[src/rtl/hcb_pkg.sv]
// Package: shared types and constants of the Huffman code builder.
`timescale 1ns / 1ps

package hcb_pkg;

    localparam int MAX_LEAVES_DEF  = 32;
    localparam int WEIGHT_BITS_DEF = 16;
    localparam int LETTERS         = 26;
    localparam int SYM_W           = 8;
    localparam int ITEM_WEIGHT_W   = 16;
    localparam int CODE_W          = 32;
    localparam int CODE_LEN_W      = 5;
    localparam int LETTER_IDX_W    = 5;
    localparam logic [SYM_W-1:0] CHAR_A = 8'h61;
    localparam logic [SYM_W-1:0] CHAR_Z = 8'h7a;
    localparam logic [LETTER_IDX_W-1:0] LAST_LETTER = LETTER_IDX_W'(LETTERS - 1);

    // Input transaction
    typedef struct packed {
        logic [SYM_W-1:0]         symbol;
        logic [ITEM_WEIGHT_W-1:0] leaf_weight;
        logic                     last;
    } t_item;

    // Result transaction
    typedef struct packed {
        logic [SYM_W-1:0]      leaf_symbol;
        logic [CODE_W-1:0]     code_bits;
        logic [CODE_LEN_W-1:0] code_length;
        logic                  no_leaves;
        logic                  overflowed;
        logic                  final_code;
    } t_result;

    // Controller to datapath commands
    typedef struct packed {
        logic load;
        logic gather_step;
        logic build_init;
        logic scan_step;
        logic merge_a;
        logic merge_b;
        logic leaf_start;
        logic walk_rd;
        logic walk_adv;
        logic emit_leaf;
        logic emit_empty;
    } t_cmd;

    // Datapath to controller status
    typedef struct packed {
        logic mode;
        logic gather_done;
        logic leaf_zero;
        logic single_leaf;
        logic scan_done;
        logic build_last;
        logic node_linked;
        logic last_leaf;
    } t_status;

endpackage

[src/rtl/hcb_ram.sv]
// Generic simple dual-port RAM with registered read.
`timescale 1ns / 1ps

module hcb_ram #(
    parameter int WIDTH = 8,
    parameter int DEPTH = 32
) (
    input  logic                     i_clk,
    input  logic                     i_we,
    input  logic [$clog2(DEPTH)-1:0] i_waddr,
    input  logic [WIDTH-1:0]         i_wdata,
    input  logic                     i_re,
    input  logic [$clog2(DEPTH)-1:0] i_raddr,
    output logic [WIDTH-1:0]         o_rdata
);

    logic [WIDTH-1:0] r_mem [DEPTH];
    logic [WIDTH-1:0] r_rdata;

    always_ff @(posedge i_clk) begin
        if (i_we) begin
            r_mem[i_waddr] <= i_wdata;
        end
        if (i_re) begin
            r_rdata <= r_mem[i_raddr];
        end
    end

    assign o_rdata = r_rdata;

endmodule

[src/rtl/hcb_ctrl.sv]
// Controller: sequences load, letter gather, tree build and code walk.
`timescale 1ns / 1ps

module hcb_ctrl (
    input  logic            i_clk,
    input  logic            i_rst_n,
    input  logic            i_start,
    input  logic            i_last,
    input  hcb_pkg::t_status i_status,
    output hcb_pkg::t_cmd    o_cmd,
    output logic            o_busy
);

    localparam logic [3:0] ST_IDLE    = 4'd0;
    localparam logic [3:0] ST_GATHER  = 4'd1;
    localparam logic [3:0] ST_CHECK   = 4'd2;
    localparam logic [3:0] ST_EMPTY   = 4'd3;
    localparam logic [3:0] ST_SCAN    = 4'd4;
    localparam logic [3:0] ST_MERGE_A = 4'd5;
    localparam logic [3:0] ST_MERGE_B = 4'd6;
    localparam logic [3:0] ST_LEAF    = 4'd7;
    localparam logic [3:0] ST_WALK    = 4'd8;
    localparam logic [3:0] ST_WAIT    = 4'd9;

    logic [3:0] r_state;
    logic [3:0] n_state;

    // Next state and commands
    always_comb begin
        n_state = r_state;
        o_cmd   = '0;
        unique case (r_state)
            ST_IDLE: begin
                if (i_start) begin
                    o_cmd.load = 1'b1;
                    if (i_last) begin
                        n_state = i_status.mode ? ST_CHECK : ST_GATHER;
                    end
                end
            end
            ST_GATHER: begin
                o_cmd.gather_step = 1'b1;
                if (i_status.gather_done) begin
                    n_state = ST_CHECK;
                end
            end
            ST_CHECK: begin
                if (i_status.leaf_zero) begin
                    n_state = ST_EMPTY;
                end else begin
                    o_cmd.build_init = 1'b1;
                    n_state = i_status.single_leaf ? ST_LEAF : ST_SCAN;
                end
            end
            ST_EMPTY: begin
                o_cmd.emit_empty = 1'b1;
                n_state = ST_IDLE;
            end
            ST_SCAN: begin
                if (i_status.scan_done) begin
                    n_state = ST_MERGE_A;
                end else begin
                    o_cmd.scan_step = 1'b1;
                end
            end
            ST_MERGE_A: begin
                o_cmd.merge_a = 1'b1;
                n_state = ST_MERGE_B;
            end
            ST_MERGE_B: begin
                o_cmd.merge_b = 1'b1;
                n_state = i_status.build_last ? ST_LEAF : ST_SCAN;
            end
            ST_LEAF: begin
                o_cmd.leaf_start = 1'b1;
                n_state = ST_WALK;
            end
            ST_WALK: begin
                if (i_status.node_linked) begin
                    o_cmd.walk_rd = 1'b1;
                    n_state = ST_WAIT;
                end else begin
                    o_cmd.emit_leaf = 1'b1;
                    n_state = i_status.last_leaf ? ST_IDLE : ST_LEAF;
                end
            end
            ST_WAIT: begin
                o_cmd.walk_adv = 1'b1;
                n_state = ST_WALK;
            end
            default: begin
                n_state = ST_IDLE;
            end
        endcase
    end

    always_ff @(posedge i_clk) begin
        if (!i_rst_n) begin
            r_state <= ST_IDLE;
        end else begin
            r_state <= n_state;
        end
    end

    assign o_busy = (r_state != ST_IDLE);

endmodule

[src/rtl/hcb_datapath.sv]
// Datapath: letter counters, node memories, min scan and code walk.
`timescale 1ns / 1ps

module hcb_datapath #(
    parameter int MAX_LEAVES  = hcb_pkg::MAX_LEAVES_DEF,
    parameter int WEIGHT_BITS = hcb_pkg::WEIGHT_BITS_DEF
) (
    input  logic             i_clk,
    input  logic             i_rst_n,
    input  logic             i_cfg_we,
    input  logic             i_cfg_wdata,
    input  hcb_pkg::t_item   i_item,
    input  hcb_pkg::t_cmd    i_cmd,
    output hcb_pkg::t_status o_status,
    output logic             o_result_valid,
    output hcb_pkg::t_result o_result
);

    localparam int NODES     = 2 * MAX_LEAVES - 1;
    localparam int NODE_BITS = $clog2(NODES);
    localparam int LEAF_BITS = $clog2(MAX_LEAVES);
    localparam int WSUM_W    = WEIGHT_BITS + $clog2(MAX_LEAVES);
    localparam int LEN_W     = NODE_BITS + 5;

    localparam logic [NODE_BITS-1:0] MAX_CNT = NODE_BITS'(MAX_LEAVES);

    logic                     r_mode;
    logic [WEIGHT_BITS-1:0]   r_counts [hcb_pkg::LETTERS];
    logic [hcb_pkg::LETTER_IDX_W-1:0] r_letter_idx;
    logic [NODE_BITS-1:0]     r_leaf_count;
    logic                     r_drop;
    logic [NODE_BITS-1:0]     r_k;
    logic [NODE_BITS-1:0]     r_scan_idx;
    logic [NODE_BITS-1:0]     r_scan_addr;
    logic                     r_scan_vld;
    logic                     r_have1;
    logic                     r_have2;
    logic [WSUM_W-1:0]        r_w1;
    logic [WSUM_W-1:0]        r_w2;
    logic [NODE_BITS-1:0]     r_i1;
    logic [NODE_BITS-1:0]     r_i2;
    logic [NODES-1:0]         r_linked;
    logic [NODES-1:0]         r_right;
    logic [LEAF_BITS-1:0]     r_leaf_idx;
    logic [NODE_BITS-1:0]     r_node;
    logic [LEN_W-1:0]         r_len;
    logic [hcb_pkg::CODE_W-1:0] r_code;
    logic                     r_result_vld;
    hcb_pkg::t_result         r_result;

    logic [hcb_pkg::SYM_W-1:0] sym_off;
    logic                      is_letter;
    logic [hcb_pkg::LETTER_IDX_W-1:0] cnt_addr;
    logic [WEIGHT_BITS-1:0]    cnt;
    logic                      has_room;
    logic                      load_leaf;
    logic                      gather_leaf;
    logic                      clear_run;
    logic                      scan_issue;
    logic [WEIGHT_BITS+hcb_pkg::ITEM_WEIGHT_W-1:0] item_w_ext;
    logic [WSUM_W-1:0]         item_w;
    logic [WSUM_W-1:0]         w_rdata;
    logic [NODE_BITS-1:0]      p_rdata;
    logic [hcb_pkg::SYM_W-1:0] s_rdata;
    logic                      w_we;
    logic [NODE_BITS-1:0]      w_waddr;
    logic [WSUM_W-1:0]         w_wdata;
    logic                      s_we;
    logic [hcb_pkg::SYM_W-1:0] s_wdata;
    logic                      p_we;
    logic [NODE_BITS-1:0]      p_waddr;
    logic [NODE_BITS:0]        two_l_m1;
    logic [NODE_BITS:0]        k_p1;

    // Input decode and letter counter read port
    assign sym_off    = i_item.symbol - hcb_pkg::CHAR_A;
    assign is_letter  = (i_item.symbol >= hcb_pkg::CHAR_A) && (i_item.symbol <= hcb_pkg::CHAR_Z);
    assign cnt_addr   = i_cmd.gather_step ? r_letter_idx : sym_off[hcb_pkg::LETTER_IDX_W-1:0];
    assign cnt        = r_counts[cnt_addr];
    assign item_w_ext = {{WEIGHT_BITS{1'b0}}, i_item.leaf_weight};
    assign item_w     = WSUM_W'(item_w_ext[WEIGHT_BITS-1:0]);

    assign has_room    = (r_leaf_count < MAX_CNT);
    assign load_leaf   = i_cmd.load && r_mode && has_room;
    assign gather_leaf = i_cmd.gather_step && (cnt != '0) && has_room;
    assign clear_run   = i_cmd.emit_empty || (i_cmd.emit_leaf && o_status.last_leaf);
    assign scan_issue  = i_cmd.scan_step && (r_scan_idx < r_k);

    // Memory write ports
    always_comb begin
        w_we    = load_leaf || gather_leaf || i_cmd.merge_a;
        w_waddr = i_cmd.merge_a ? r_k : r_leaf_count;
        w_wdata = item_w;
        if (i_cmd.merge_a) begin
            w_wdata = r_w1 + r_w2;
        end else if (i_cmd.gather_step) begin
            w_wdata = WSUM_W'(cnt);
        end
        s_we    = load_leaf || gather_leaf;
        s_wdata = i_cmd.gather_step ? (hcb_pkg::CHAR_A + hcb_pkg::SYM_W'(r_letter_idx))
                                    : i_item.symbol;
        p_we    = i_cmd.merge_a || i_cmd.merge_b;
        p_waddr = i_cmd.merge_a ? r_i1 : r_i2;
    end

    hcb_ram #(.WIDTH(WSUM_W), .DEPTH(NODES)) u_weight_ram (
        .i_clk   (i_clk),
        .i_we    (w_we),
        .i_waddr (w_waddr),
        .i_wdata (w_wdata),
        .i_re    (scan_issue),
        .i_raddr (r_scan_idx),
        .o_rdata (w_rdata)
    );

    hcb_ram #(.WIDTH(hcb_pkg::SYM_W), .DEPTH(MAX_LEAVES)) u_symbol_ram (
        .i_clk   (i_clk),
        .i_we    (s_we),
        .i_waddr (r_leaf_count[LEAF_BITS-1:0]),
        .i_wdata (s_wdata),
        .i_re    (i_cmd.leaf_start),
        .i_raddr (r_leaf_idx),
        .o_rdata (s_rdata)
    );

    hcb_ram #(.WIDTH(NODE_BITS), .DEPTH(NODES)) u_parent_ram (
        .i_clk   (i_clk),
        .i_we    (p_we),
        .i_waddr (p_waddr),
        .i_wdata (r_k),
        .i_re    (i_cmd.walk_rd),
        .i_raddr (r_node),
        .o_rdata (p_rdata)
    );

    // Mode register
    always_ff @(posedge i_clk) begin
        if (!i_rst_n) begin
            r_mode <= 1'b0;
        end else if (i_cfg_we) begin
            r_mode <= i_cfg_wdata;
        end
    end

    // Letter counters, saturating
    always_ff @(posedge i_clk) begin
        if (!i_rst_n || clear_run) begin
            r_counts <= '{default: '0};
        end else if (i_cmd.load && !r_mode && is_letter && (cnt != '1)) begin
            r_counts[cnt_addr] <= cnt + 1'b1;
        end
    end

    // Leaf count, overflow flag, gather index
    always_ff @(posedge i_clk) begin
        if (!i_rst_n || clear_run) begin
            r_leaf_count <= '0;
            r_drop       <= 1'b0;
            r_letter_idx <= '0;
        end else if (i_cmd.load) begin
            if (r_mode) begin
                if (has_room) begin
                    r_leaf_count <= r_leaf_count + 1'b1;
                end else begin
                    r_drop <= 1'b1;
                end
            end else if (i_item.last) begin
                r_leaf_count <= '0;
                r_letter_idx <= '0;
            end
        end else if (i_cmd.gather_step) begin
            r_letter_idx <= r_letter_idx + 1'b1;
            if (cnt != '0) begin
                if (has_room) begin
                    r_leaf_count <= r_leaf_count + 1'b1;
                end else begin
                    r_drop <= 1'b1;
                end
            end
        end
    end

    // Two-minimum scan over parentless nodes, lowest index wins ties
    always_ff @(posedge i_clk) begin
        if (!i_rst_n) begin
            r_scan_vld <= 1'b0;
            r_have1    <= 1'b0;
            r_have2    <= 1'b0;
            r_scan_idx <= '0;
            r_k        <= '0;
        end else if (i_cmd.build_init || i_cmd.merge_b) begin
            r_scan_vld <= 1'b0;
            r_have1    <= 1'b0;
            r_have2    <= 1'b0;
            r_scan_idx <= '0;
            r_k        <= i_cmd.build_init ? r_leaf_count : r_k + 1'b1;
        end else begin
            r_scan_vld <= scan_issue;
            if (scan_issue) begin
                r_scan_idx <= r_scan_idx + 1'b1;
            end
            if (r_scan_vld && !r_linked[r_scan_addr]) begin
                if (!r_have1 || (w_rdata < r_w1)) begin
                    r_have2 <= r_have1;
                    r_w2    <= r_w1;
                    r_i2    <= r_i1;
                    r_have1 <= 1'b1;
                    r_w1    <= w_rdata;
                    r_i1    <= r_scan_addr;
                end else if (!r_have2 || (w_rdata < r_w2)) begin
                    r_have2 <= 1'b1;
                    r_w2    <= w_rdata;
                    r_i2    <= r_scan_addr;
                end
            end
        end
    end

    always_ff @(posedge i_clk) begin
        r_scan_addr <= r_scan_idx;
    end

    // Per-node linked and right-child bits
    always_ff @(posedge i_clk) begin
        if (!i_rst_n || i_cmd.build_init) begin
            r_linked <= '0;
            r_right  <= '0;
        end else if (i_cmd.merge_a) begin
            r_linked <= r_linked | (NODES'(1) << r_i1) | (NODES'(1) << r_i2);
            r_right  <= r_right | (NODES'(1) << r_i2);
        end
    end

    // Code walk from leaf to root
    always_ff @(posedge i_clk) begin
        if (!i_rst_n) begin
            r_leaf_idx <= '0;
        end else if (i_cmd.build_init) begin
            r_leaf_idx <= '0;
        end else if (i_cmd.emit_leaf) begin
            r_leaf_idx <= r_leaf_idx + 1'b1;
        end
    end

    always_ff @(posedge i_clk) begin
        if (i_cmd.leaf_start) begin
            r_node <= NODE_BITS'(r_leaf_idx);
            r_len  <= '0;
            r_code <= '0;
        end else if (i_cmd.walk_rd) begin
            r_len <= r_len + 1'b1;
            if (r_right[r_node] && (r_len < LEN_W'(hcb_pkg::CODE_W))) begin
                r_code[r_len[hcb_pkg::CODE_LEN_W-1:0]] <= 1'b1;
            end
        end else if (i_cmd.walk_adv) begin
            r_node <= p_rdata;
        end
    end

    // Result register
    always_ff @(posedge i_clk) begin
        if (!i_rst_n) begin
            r_result_vld <= 1'b0;
        end else begin
            r_result_vld <= i_cmd.emit_leaf || i_cmd.emit_empty;
        end
    end

    always_ff @(posedge i_clk) begin
        if (i_cmd.emit_empty) begin
            r_result <= '{leaf_symbol: '0, code_bits: '0, code_length: '0,
                          no_leaves: 1'b1, overflowed: 1'b0, final_code: 1'b1};
        end else if (i_cmd.emit_leaf) begin
            r_result <= '{leaf_symbol: s_rdata, code_bits: r_code,
                          code_length: r_len[hcb_pkg::CODE_LEN_W-1:0],
                          no_leaves: 1'b0, overflowed: r_drop,
                          final_code: o_status.last_leaf};
        end
    end

    // Status
    assign two_l_m1 = {r_leaf_count, 1'b0} - 1'b1;
    assign k_p1     = {1'b0, r_k} + 1'b1;

    always_comb begin
        o_status.mode        = r_mode;
        o_status.gather_done = (r_letter_idx == hcb_pkg::LAST_LETTER);
        o_status.leaf_zero   = (r_leaf_count == '0);
        o_status.single_leaf = (r_leaf_count == NODE_BITS'(1));
        o_status.scan_done   = (r_scan_idx == r_k) && !r_scan_vld;
        o_status.build_last  = (k_p1 == two_l_m1);
        o_status.node_linked = r_linked[r_node];
        o_status.last_leaf   = (NODE_BITS'(r_leaf_idx) == (r_leaf_count - 1'b1));
    end

    assign o_result_valid = r_result_vld;
    assign o_result       = r_result;

`ifndef NO_ASSERTIONS
    a_strobe_single: assert property (@(posedge i_clk) disable iff (!i_rst_n)
        r_result_vld |=> !r_result_vld)
        else $error("result strobe held for more than one cycle");

    a_merge_has_pair: assert property (@(posedge i_clk) disable iff (!i_rst_n)
        i_cmd.merge_a |-> (r_have1 && r_have2 && (r_i1 != r_i2)))
        else $error("merge without two distinct parentless nodes");

    a_leaf_cap: assert property (@(posedge i_clk) disable iff (!i_rst_n)
        r_leaf_count <= MAX_CNT)
        else $error("leaf count beyond capacity");

    a_empty_run: assert property (@(posedge i_clk) disable iff (!i_rst_n)
        i_cmd.emit_empty |-> (r_leaf_count == '0))
        else $error("empty result with leaves held");

    a_clear_after_run: assert property (@(posedge i_clk) disable iff (!i_rst_n)
        (i_cmd.emit_leaf && o_status.last_leaf) |=> (r_leaf_count == '0) && !r_drop)
        else $error("run state not cleared after final result");
`endif

endmodule

[src/rtl/huffman_code_builder_core.sv]
// Top level: Huffman code builder core, controller plus datapath.
`timescale 1ns / 1ps

// Channel   Direction  Handshake                         Payload
// item      in         start && !busy                    i_item (t_item)
// result    out        o_result_valid, one cycle each    o_result (t_result)
// config    in         i_cfg_we, no wait                 i_cfg_wdata (weight_source)
//
// Loading accepts one item per cycle while busy is low. After the item marked last,
// letter mode gathers the letter counts, then the CHECK state runs; each of the L-1
// merges then scans the parentless nodes and writes in the MERGE_A and MERGE_B states.
// Each leaf code is then walked from leaf to root, one parent memory read per tree level.
// busy rises after the last item and falls as the final result strobe goes out;
// results cannot be stalled. Reset is synchronous and clears control state and counts.

module huffman_code_builder_core #(
    parameter int MAX_LEAVES  = hcb_pkg::MAX_LEAVES_DEF,
    parameter int WEIGHT_BITS = hcb_pkg::WEIGHT_BITS_DEF
) (
    input  logic             i_clk,
    input  logic             i_rst_n,
    input  logic             i_cfg_we,
    input  logic             i_cfg_wdata,
    input  logic             start,
    output logic             busy,
    input  hcb_pkg::t_item   i_item,
    output logic             o_result_valid,
    output hcb_pkg::t_result o_result
);

    hcb_pkg::t_cmd    cmd;
    hcb_pkg::t_status status;

    hcb_ctrl u_ctrl (
        .i_clk    (i_clk),
        .i_rst_n  (i_rst_n),
        .i_start  (start),
        .i_last   (i_item.last),
        .i_status (status),
        .o_cmd    (cmd),
        .o_busy   (busy)
    );

    hcb_datapath #(
        .MAX_LEAVES  (MAX_LEAVES),
        .WEIGHT_BITS (WEIGHT_BITS)
    ) u_datapath (
        .i_clk          (i_clk),
        .i_rst_n        (i_rst_n),
        .i_cfg_we       (i_cfg_we),
        .i_cfg_wdata    (i_cfg_wdata),
        .i_item         (i_item),
        .i_cmd          (cmd),
        .o_status       (status),
        .o_result_valid (o_result_valid),
        .o_result       (o_result)
    );

endmodule

[config.mk]
export PLATFORM = sky130hd
export DESIGN_NAME = huffman_code_builder_core
export DESIGN_NICKNAME = d
export VERILOG_FILES = /design/src/rtl/hcb_pkg.sv /design/src/rtl/hcb_ram.sv /design/src/rtl/hcb_ctrl.sv /design/src/rtl/hcb_datapath.sv /design/src/rtl/huffman_code_builder_core.sv
export SDC_FILE = /design/constraint.sdc
export NUM_CORES = 2
export LEC_CHECK = 0
export BUFFER_PORTS_ARGS = -buffer_cell sky130_fd_sc_hd__buf_2
export CELL_PAD_IN_SITES_DETAIL_PLACEMENT = 1
export CELL_PAD_IN_SITES_GLOBAL_PLACEMENT = 2
export CORE_ASPECT_RATIO = 0.5
export CORE_UTILIZATION = 45
export CTS_BUF_LIST = sky130_fd_sc_hd__clkbuf_8 sky130_fd_sc_hd__clkbuf_16
export DETAILED_ROUTE_END_ITERATION = 8
export PLACE_DENSITY = 0.72
export SKIP_CTS_REPAIR_TIMING = 1
export SLEW_MARGIN = 25
export SYNTH_ARGS = -nofsm -noshare
export SYNTH_HDL_FRONTEND = slang
export SYNTH_SLANG_ARGS = --single-unit
[constraint.sdc]
create_clock -name i_clk -period 19.26 [get_ports i_clk]
set_input_delay 0.963 -clock i_clk [delete_from_list [all_inputs] [get_ports i_clk]]
set_output_delay 0.963 -clock i_clk [all_outputs]
set_load 0.005 [all_outputs]
== Yosys cells after proc, flatten, opt, wreduce, memory -nomap -nowiden ==
Memory sizes are Yosys's and may differ from the RTL's. A register that Yosys moved wholly into a read port is not among the register bits.
Index checks and enable logic that the tools add are counted.
Operators by class
  $lt $le $gt $ge: 13
  bitwise gates (word level): 8
  reductions and logical operators: 53
  shift-type cells: 2
  multiplexer cells: 78
  equality and inequality tests: 24
  $add $sub $neg: 13
Operators by type and width (number)
  $bwmux W416: 1
  $or A63 B63 Y63: 3
  $shl A1 B6 Y63 const A: 2
  $bmux W16 S5: 1
  $demux W16 S5: 1
  $mux W6: 11
  $mux W16: 4
  $mux W21: 3
  $lt A21 B21 Y1: 2
  $mux W5: 8
  $mux W1: 33
  $or A32 B32 Y32: 1
  $pmux W4 S8: 1
  $mux W4: 6
  $add A21 B21 Y21: 1
  $add A6 B1 Y6 const B: 3
  $bmux W1 S6: 3
  $add A16 B1 Y16 const B: 1
  $eq A4 B3 Y1 const B: 4
  $ne A16 B16 Y1 const B: 1
  $reduce_bool A16 Y1: 1
  $logic_and A1 B1 Y1: 15
  $lt A6 B7 Y1 const B: 2
  $ne A2 B2 Y1 const B: 7
  42 further kinds: 76
Storage, ports and cells
  bits in writable memories: 1957
  output and inout bits: 50
  memories kept: 3
  register bits after elaboration: 737
Memories
  u_datapath.u_weight_ram.r_mem: words 63, width 21, rd ports 1, clocked after memory_dff 1, write ports 1, line hcb_ram.sv:17  | logic [WIDTH-1:0] r_mem [DEPTH];
  u_datapath.u_parent_ram.r_mem: words 63, width 6, rd ports 1, clocked after memory_dff 1, write ports 1, line hcb_ram.sv:17
  u_datapath.u_symbol_ram.r_mem: words 32, width 8, rd ports 1, clocked after memory_dff 1, write ports 1, line hcb_ram.sv:17

== Logic depth before layout (Yosys ltp) ==
  word-level depth: 14
  mapped depth: 23
  mapped depth without buffers: 16

== Modules after synthesis ==
Synthesis repeated with hierarchy kept, for this count alone.
Second synthesis, totals
  cell total of the unflattened synthesis: 7371
  area, all modules: 111461.9 µm²
By module, submodules not included
  hcb_ram (u_datapath.u_weight_ram): cells each 2344, times used 1, area an instance 51391.8 µm²
  hcb_datapath: cells each 3787, times used 1, area an instance 34403.0 µm²
  hcb_ram (u_datapath.u_parent_ram): cells each 761, times used 1, area an instance 15119.5 µm²
  hcb_ram (u_datapath.u_symbol_ram): cells each 417, times used 1, area an instance 10133.5 µm²
  hcb_ctrl: cells each 62, times used 1, area an instance 414.1 µm²

== Worst setup path before layout ==
No wires, ideal clock.
  path type: register -> register
  start point: register u_datapath.r_scan_idx[0]
  end point: register u_datapath.r_scan_idx[5]
  stages on the path, launching flop included: 13
  period minus slack after synthesis: 7.922 ns
  arrival: 7.851 ns
  path slack: 11.338 ns
  library setup time: 0.071 ns
  required time: 19.189 ns
  cell sequence: dfxtp_1 > clkbuf_1 > clkbuf_1 > clkbuf_1 > clkbuf_1 > inv_1 > ha_1 > nand4b_1 > o211ai_1 > a2111oi_0 > nand4_1 > or3_1 > a21oi_1
On the way
  longest elaborated chain between the ends: 5
  elaborated cells between the ends (all ways): 7
  classes of those cells: add/sub: 1; order compare: 1; eq/ne: 1; mux: 2; reduce/logical: 2
RTL lines
  start, declared: line hcb_datapath.sv:33  | logic [NODE_BITS-1:0] r_scan_idx;
  start signal, assigned: line hcb_datapath.sv:200  | r_scan_idx <= r_scan_idx + 1'b1;
  $eq A6 B6 Y1: line hcb_datapath.sv:290  | o_status.scan_done = (r_scan_idx == r_k) && !r_scan_vld;
  $logic_and A1 B1 Y1: line hcb_datapath.sv:290
  $mux W1: line hcb_ctrl.sv:60  | if (i_status.scan_done) begin
  $mux W1: line hcb_ctrl.sv:32  | unique case (r_state)
  $logic_and A1 B1 Y1 *: line hcb_datapath.sv:87  | assign scan_issue = i_cmd.scan_step && (r_scan_idx < r_k);
  named net u_datapath.scan_issue: line hcb_datapath.sv:59  | logic scan_issue;
The timed path passes the listed nets; every way through them passes the cells marked *.
A chain may end at the register's enable or synchronous reset.

== Worst setup path in the final report ==
  start point: register u_ctrl.r_state[0]
  end point: register u_datapath.r_counts[379] in the netlist's numbering
On the way
  longest elaborated chain between the ends: 9
  elaborated cells between the ends (all ways): 27
  classes of those cells: add/sub: 1; order compare: 2; eq/ne: 4; mux: 11; bitwise: 1; reduce/logical: 8
RTL lines
  start, declared: line hcb_ctrl.sv:25  | logic [3:0] r_state;
  start signal, assigned: line hcb_ctrl.sv:101  | r_state <= n_state;
  $eq A4 B1 Y1: line hcb_ctrl.sv:32
  $mux W1: line hcb_ctrl.sv:32
  $mux W5: line hcb_datapath.sv:78  | assign cnt_addr = i_cmd.gather_step ? r_letter_idx : sym_off[hcb_pkg::LETTER_IDX_W-1:0];
  $not A5 Y6 (not written as such): line hcb_datapath.sv:79, hcb_datapath.sv:150
  $bmux W16 S5, or another cell as far along: line hcb_datapath.sv:79  | assign cnt = r_counts[cnt_addr];
  $mux W16 (not written as such) / $logic_and A1 B1 Y1 (equally long branches): line hcb_datapath.sv:79, hcb_datapath.sv:150
  $mux W16 (on tied branches): line hcb_datapath.sv:79, hcb_datapath.sv:150
  $add A16 B1 Y16, or another cell as far along: line hcb_datapath.sv:150  | r_counts[cnt_addr] <= cnt + 1'b1;
  $bwmux W416 / $logic_and A1 B1 Y1 (equally long branches): line hcb_datapath.sv:150, hcb_datapath.sv:149
  end signal, assigned by index: line hcb_datapath.sv:150
  end, declared: line hcb_datapath.sv:28  | logic [WEIGHT_BITS-1:0] r_counts [hcb_pkg::LETTERS];
Parallel ways exist; a longest one is shown, timed or not. The select of a mux whose other input is x is not followed.

==> run_results.csv <==
group,metric,value,unit
run_status,status,"finished, final reports clean",
power,p_comb_share,9.0,%
synthesis,synth_top_family_by_area,"multiplexers",
power,seqPwrFrac,52.8,%
sta,maxSlewHeadroom,26.0,%
synthesis,netlist_area,111000,um2
place,port-buffer-count,79,
critical_path,crit_path_max_fanout,71,
power,leakage,0.0396,uW
critical_path,endpoint_kind,"flop",
sta,fin_hold_ws,0.438,ns
final_layout,design_area,123000,um2
floorplan,pin_count,80,
route,drt-pass1-iter-count,5,
synthesis,synth_mux_area_share,17.7,%
synthesis,yosysSeqAreaShare,67.7,%
synthesis,synth_most_common_cell,"edfxtp_1",
sta,skew,0.0900,ns
grt,grt_first_pass_wirelength,460000,um
sta,post-route-period-util,39.6,%
synthesis,synth-xor-area-share,0.543,%
sta,fin_crit,7.63,ns
sta,finalSetupViolations,0,
route,drt-initial-drc-count,6152,
critical_path,worst_path_dominant_cell_family,"simple AND/OR/NAND/NOR gates",
critical_path,rrSetupSlack,11.63,ns
critical_path,cp_slowest_cell,"mux2_8",
critical_path,start_kind,"flop",
critical_path,ff2ff_path_depth,17,
route,wire_per_inst,30.5,um
cts,clockRootBuffer,"clkbuf_16",
grt,antenna_found_initial,25,
synthesis,synth_cells,6879,
synthesis,synth_area_leader_cell,"edfxtp_1",
hold_path,min_path_type,"input pin to flop",
power,p_total,12800,uW
sta,drv_slew,0,
power,netSwitchingPower,3150,uW
cts,cts_tree,"yes",
route,vias,63000,
power,p_per_area,103,nW/um2
synthesis,async_reset_ff_share,0,%
sta,hold_viol,0,
hold_path,worstHoldStart,"i_rst_n",
final_layout,instances_no_fill,10400,
place,hpwl,199000,um
synthesis,ys_top_cells_by_area,"edfxtp_1 55%, mux4_2 16%, dfxtp_1 12%",
critical_path,max_stage_delay,0.91,ns
place,placed_cells_incl_taps,9933,
cts,cts.path.max_buffers,4,
power,sw_frac_of_total,24.6,%
grt,grt_use_total,25.1,%
final_layout,nets,7045,
place,gp_congestion,0.843,
critical_path,required,20.06,ns
floorplan,core-area,244000,um2
critical_path,timing.rr.end,"u_datapath.r_counts[379]",
final_layout,synthToLayoutAreaGrowth,11.3,%
critical_path,critical_path_depth,17,
route,wirelength,316000,um
power,clkPwrFrac,38.2,%
cts,htreeDepth,4,
sta,tightest_slew,1.11,ns
sta,setup_tns,0,ns
synthesis,syn_area_per_cell,16.1,um2
grt,overflow,0,
synthesis,synth_fa_ha_area_share,0.965,%
cts,cts_sinks,2729,
synthesis,synth-main-ff-cell,"edfxtp_1",
critical_path,timing.rr.start,"u_ctrl.r_state[0]",
power,p_int,9620,uW
power,peakVddDrop,0.0878,mV
synthesis,yosys.area.top_type_share,55.5,%
critical_path,arrival,8.43,ns
synthesis,ys_types,91,
sta,rsz0062_at_grt,"false",
route,ant_nets,0,
floorplan,dieArea,249000,um2
grt,grt_max_degree,102,
synthesis,yosys.area_share.simple,7.15,%
floorplan,die_w,704,um
floorplan,start_util,45.4,%
critical_path,crit_chain,"or4b_4 > mux2_8 > buf_4 > mux4_2 > a22oi_1 > o21ai_0 > nor3_1 > inv_1 > ha_1 > o21ai_1 > nor4_1 > nand4_1 > buf_4 > buf_4 > and3_1 > nand2_1 > o22ai_1",
synthesis,ys_top_cells_by_count,"2051 x edfxtp_1, 768 x mux4_2, 724 x nor2_1",
critical_path,endpoint,"u_datapath.r_counts[379]",
final_layout,drive_gt1_share,22.7,%
route,avgViaCountPerCell,6.07,
floorplan,fp.dieH,353,um
synthesis,synth_compound_area_share,3.84,%
job,maxCapViolCount,0,
synthesis,syn-num-nets,6994,
synthesis,ys_ff_latch,2729,
synthesis,ys_warn_count,0,
critical_path,startpoint,"u_ctrl.r_state[0]",
route,drc,0,
cts,clkTransAtPathRegs,0.07,ns
grt,grt_pass1_vias,65000,
floorplan,rows,128,
sta,fmax,131,MHz
critical_path,path_buf_inv,4,
synthesis,synth-edff-count,2051,
hold_path,holdPathStages,2,
place,place_area,116000,um2
cts,cts_buffers,243,
critical_path,crit_top_cell,"buf_4",
cts,insertion_delay,0.95,ns
critical_path,worstSetupPathType,"flop to flop",
-- cells by family (layout without fill, tap and decap cells) --
logic type               Yosys count  count (layout)
other                              0              12
flip-flops                      2729            2729
XOR/XNOR                          68              68
multiplexers                    1000            1000
AND/OR/NAND/NOR                 1767            1767
AO/OA/AOI/OAI                    703             703
buffers and inverters            527             775
adder cells (fa/ha/maj)           85              85
-- metal layers --
layer | vias to the layer above | track usage [%] | routed length, um
li1 | 26800 | - | -
met1 | 33800 | 36.7 | 140000
met2 | 2044 | 39.9 | 147000
met3 | 432 | 4.25 | 20900
met4 | 10 | 5.73 | 7500
met5 | - | 0 | 80
-- power groups by stage --
stage / combinational [uW] / clock (uW) / sequential (uW)
floorplan: 571 / 0 / 6910
global placement: 1100 / 0 / 6860
detailed placement: 1150 / 0 / 6870
CTS: 1150 / 4970 / 6740
global route: 1210 / 5170 / 6740
finish: 1150 / 4880 / 6740
-- metrics by stage --
step	utilization (%)	setup slack, ns
6_report	50.6	11.63
5_1_grt	50.5	11.07
4_1_cts	50.5	11.63
3_5_place_dp	47.3	11.63
3_3_place_gp	47.3	11.75
2_1_floorplan	-	11.34
-- cell usage in the layout, fill, tap and decap left out, types with 23 or more instances in the layout --
cell,Yosys,routed
a22oi_1,35,35
mux2_2,43,43
nor2_2,1,60
clkbuf_16,0,247
nand2_1,535,531
o21ai_1,86,86
xnor2_1,41,34
buf_2,77,79
nand4_1,30,30
clkinv_2,0,39
nand3_1,171,170
buf_4,16,167
a32o_1,27,27
nor3_1,97,93
a21oi_1,243,238
ha_1,84,84
dfxtp_1,678,664
bufinv_16,0,23
o21ai_0,115,100
mux4_2,768,768
nor2_1,724,653
edfxtp_1,2051,2051
o22ai_1,43,43
nor2b_1,30,29
inv_1,79,114
clkinv_1,1,65
xor2_1,26,23
a21o_1,28,26
mux2i_1,187,187
and3_1,67,66
-- worst register-to-register path, cell delays in order, from the launching register on --
cell and delay (ns):
dfxtp_1 0.57, or4b_4 0.76, mux2_8 0.92, buf_4 0.83
mux4_2 0.67, a22oi_1 0.18, o21ai_0 0.11, nor3_1 0.50
inv_1 0.15, ha_1 0.25, o21ai_1 0.20, nor4_1 0.13
nand4_1 0.13, buf_4 0.39, buf_4 0.52, and3_1 0.69
nand2_1 0.27, o22ai_1 0.28
-- area by class of cell --
cell class / count / area [um2]
fillers: 22700 / 121000
flip-flops and latches: 2729 / 75200
multi-input cells: 3623 / 34300
clock buffers: 262 / 6390
well taps: 3250 / 4070
repair buffers: 252 / 1780
clock inverters: 180 / 1420
inverters: 81 / 304
diodes: 12 / 30.0
-- flip-flops by register name (all words and copies together), names as in the netlist, 8 cells and up --
name,flops
u_datapath.o_result,48
u_datapath.r_code,32
u_datapath.r_counts,416
u_datapath.r_len,11
u_datapath.r_linked,63
u_datapath.r_right,63
u_datapath.r_w1,21
u_datapath.r_w2,21
u_datapath.u_parent_ram.r_mem,378
u_datapath.u_symbol_ram.o_rdata,8
u_datapath.u_symbol_ram.r_mem,256
u_datapath.u_weight_ram.o_rdata,21
u_datapath.u_weight_ram.r_mem,1323
-- how the worst min path moves through the flow --
stage               slack [ns]                   endpoint
finish                    0.44          u_ctrl.r_state[3]
global route              0.41          u_ctrl.r_state[3]
CTS                       0.37          u_ctrl.r_state[3]
detailed placement        0.44   u_datapath.r_counts[341]
global placement          0.44   u_datapath.r_counts[344]
floorplan                 0.35  u_datapath.r_scan_addr[0]
Note: power is estimated with default switching activity, not from simulation.
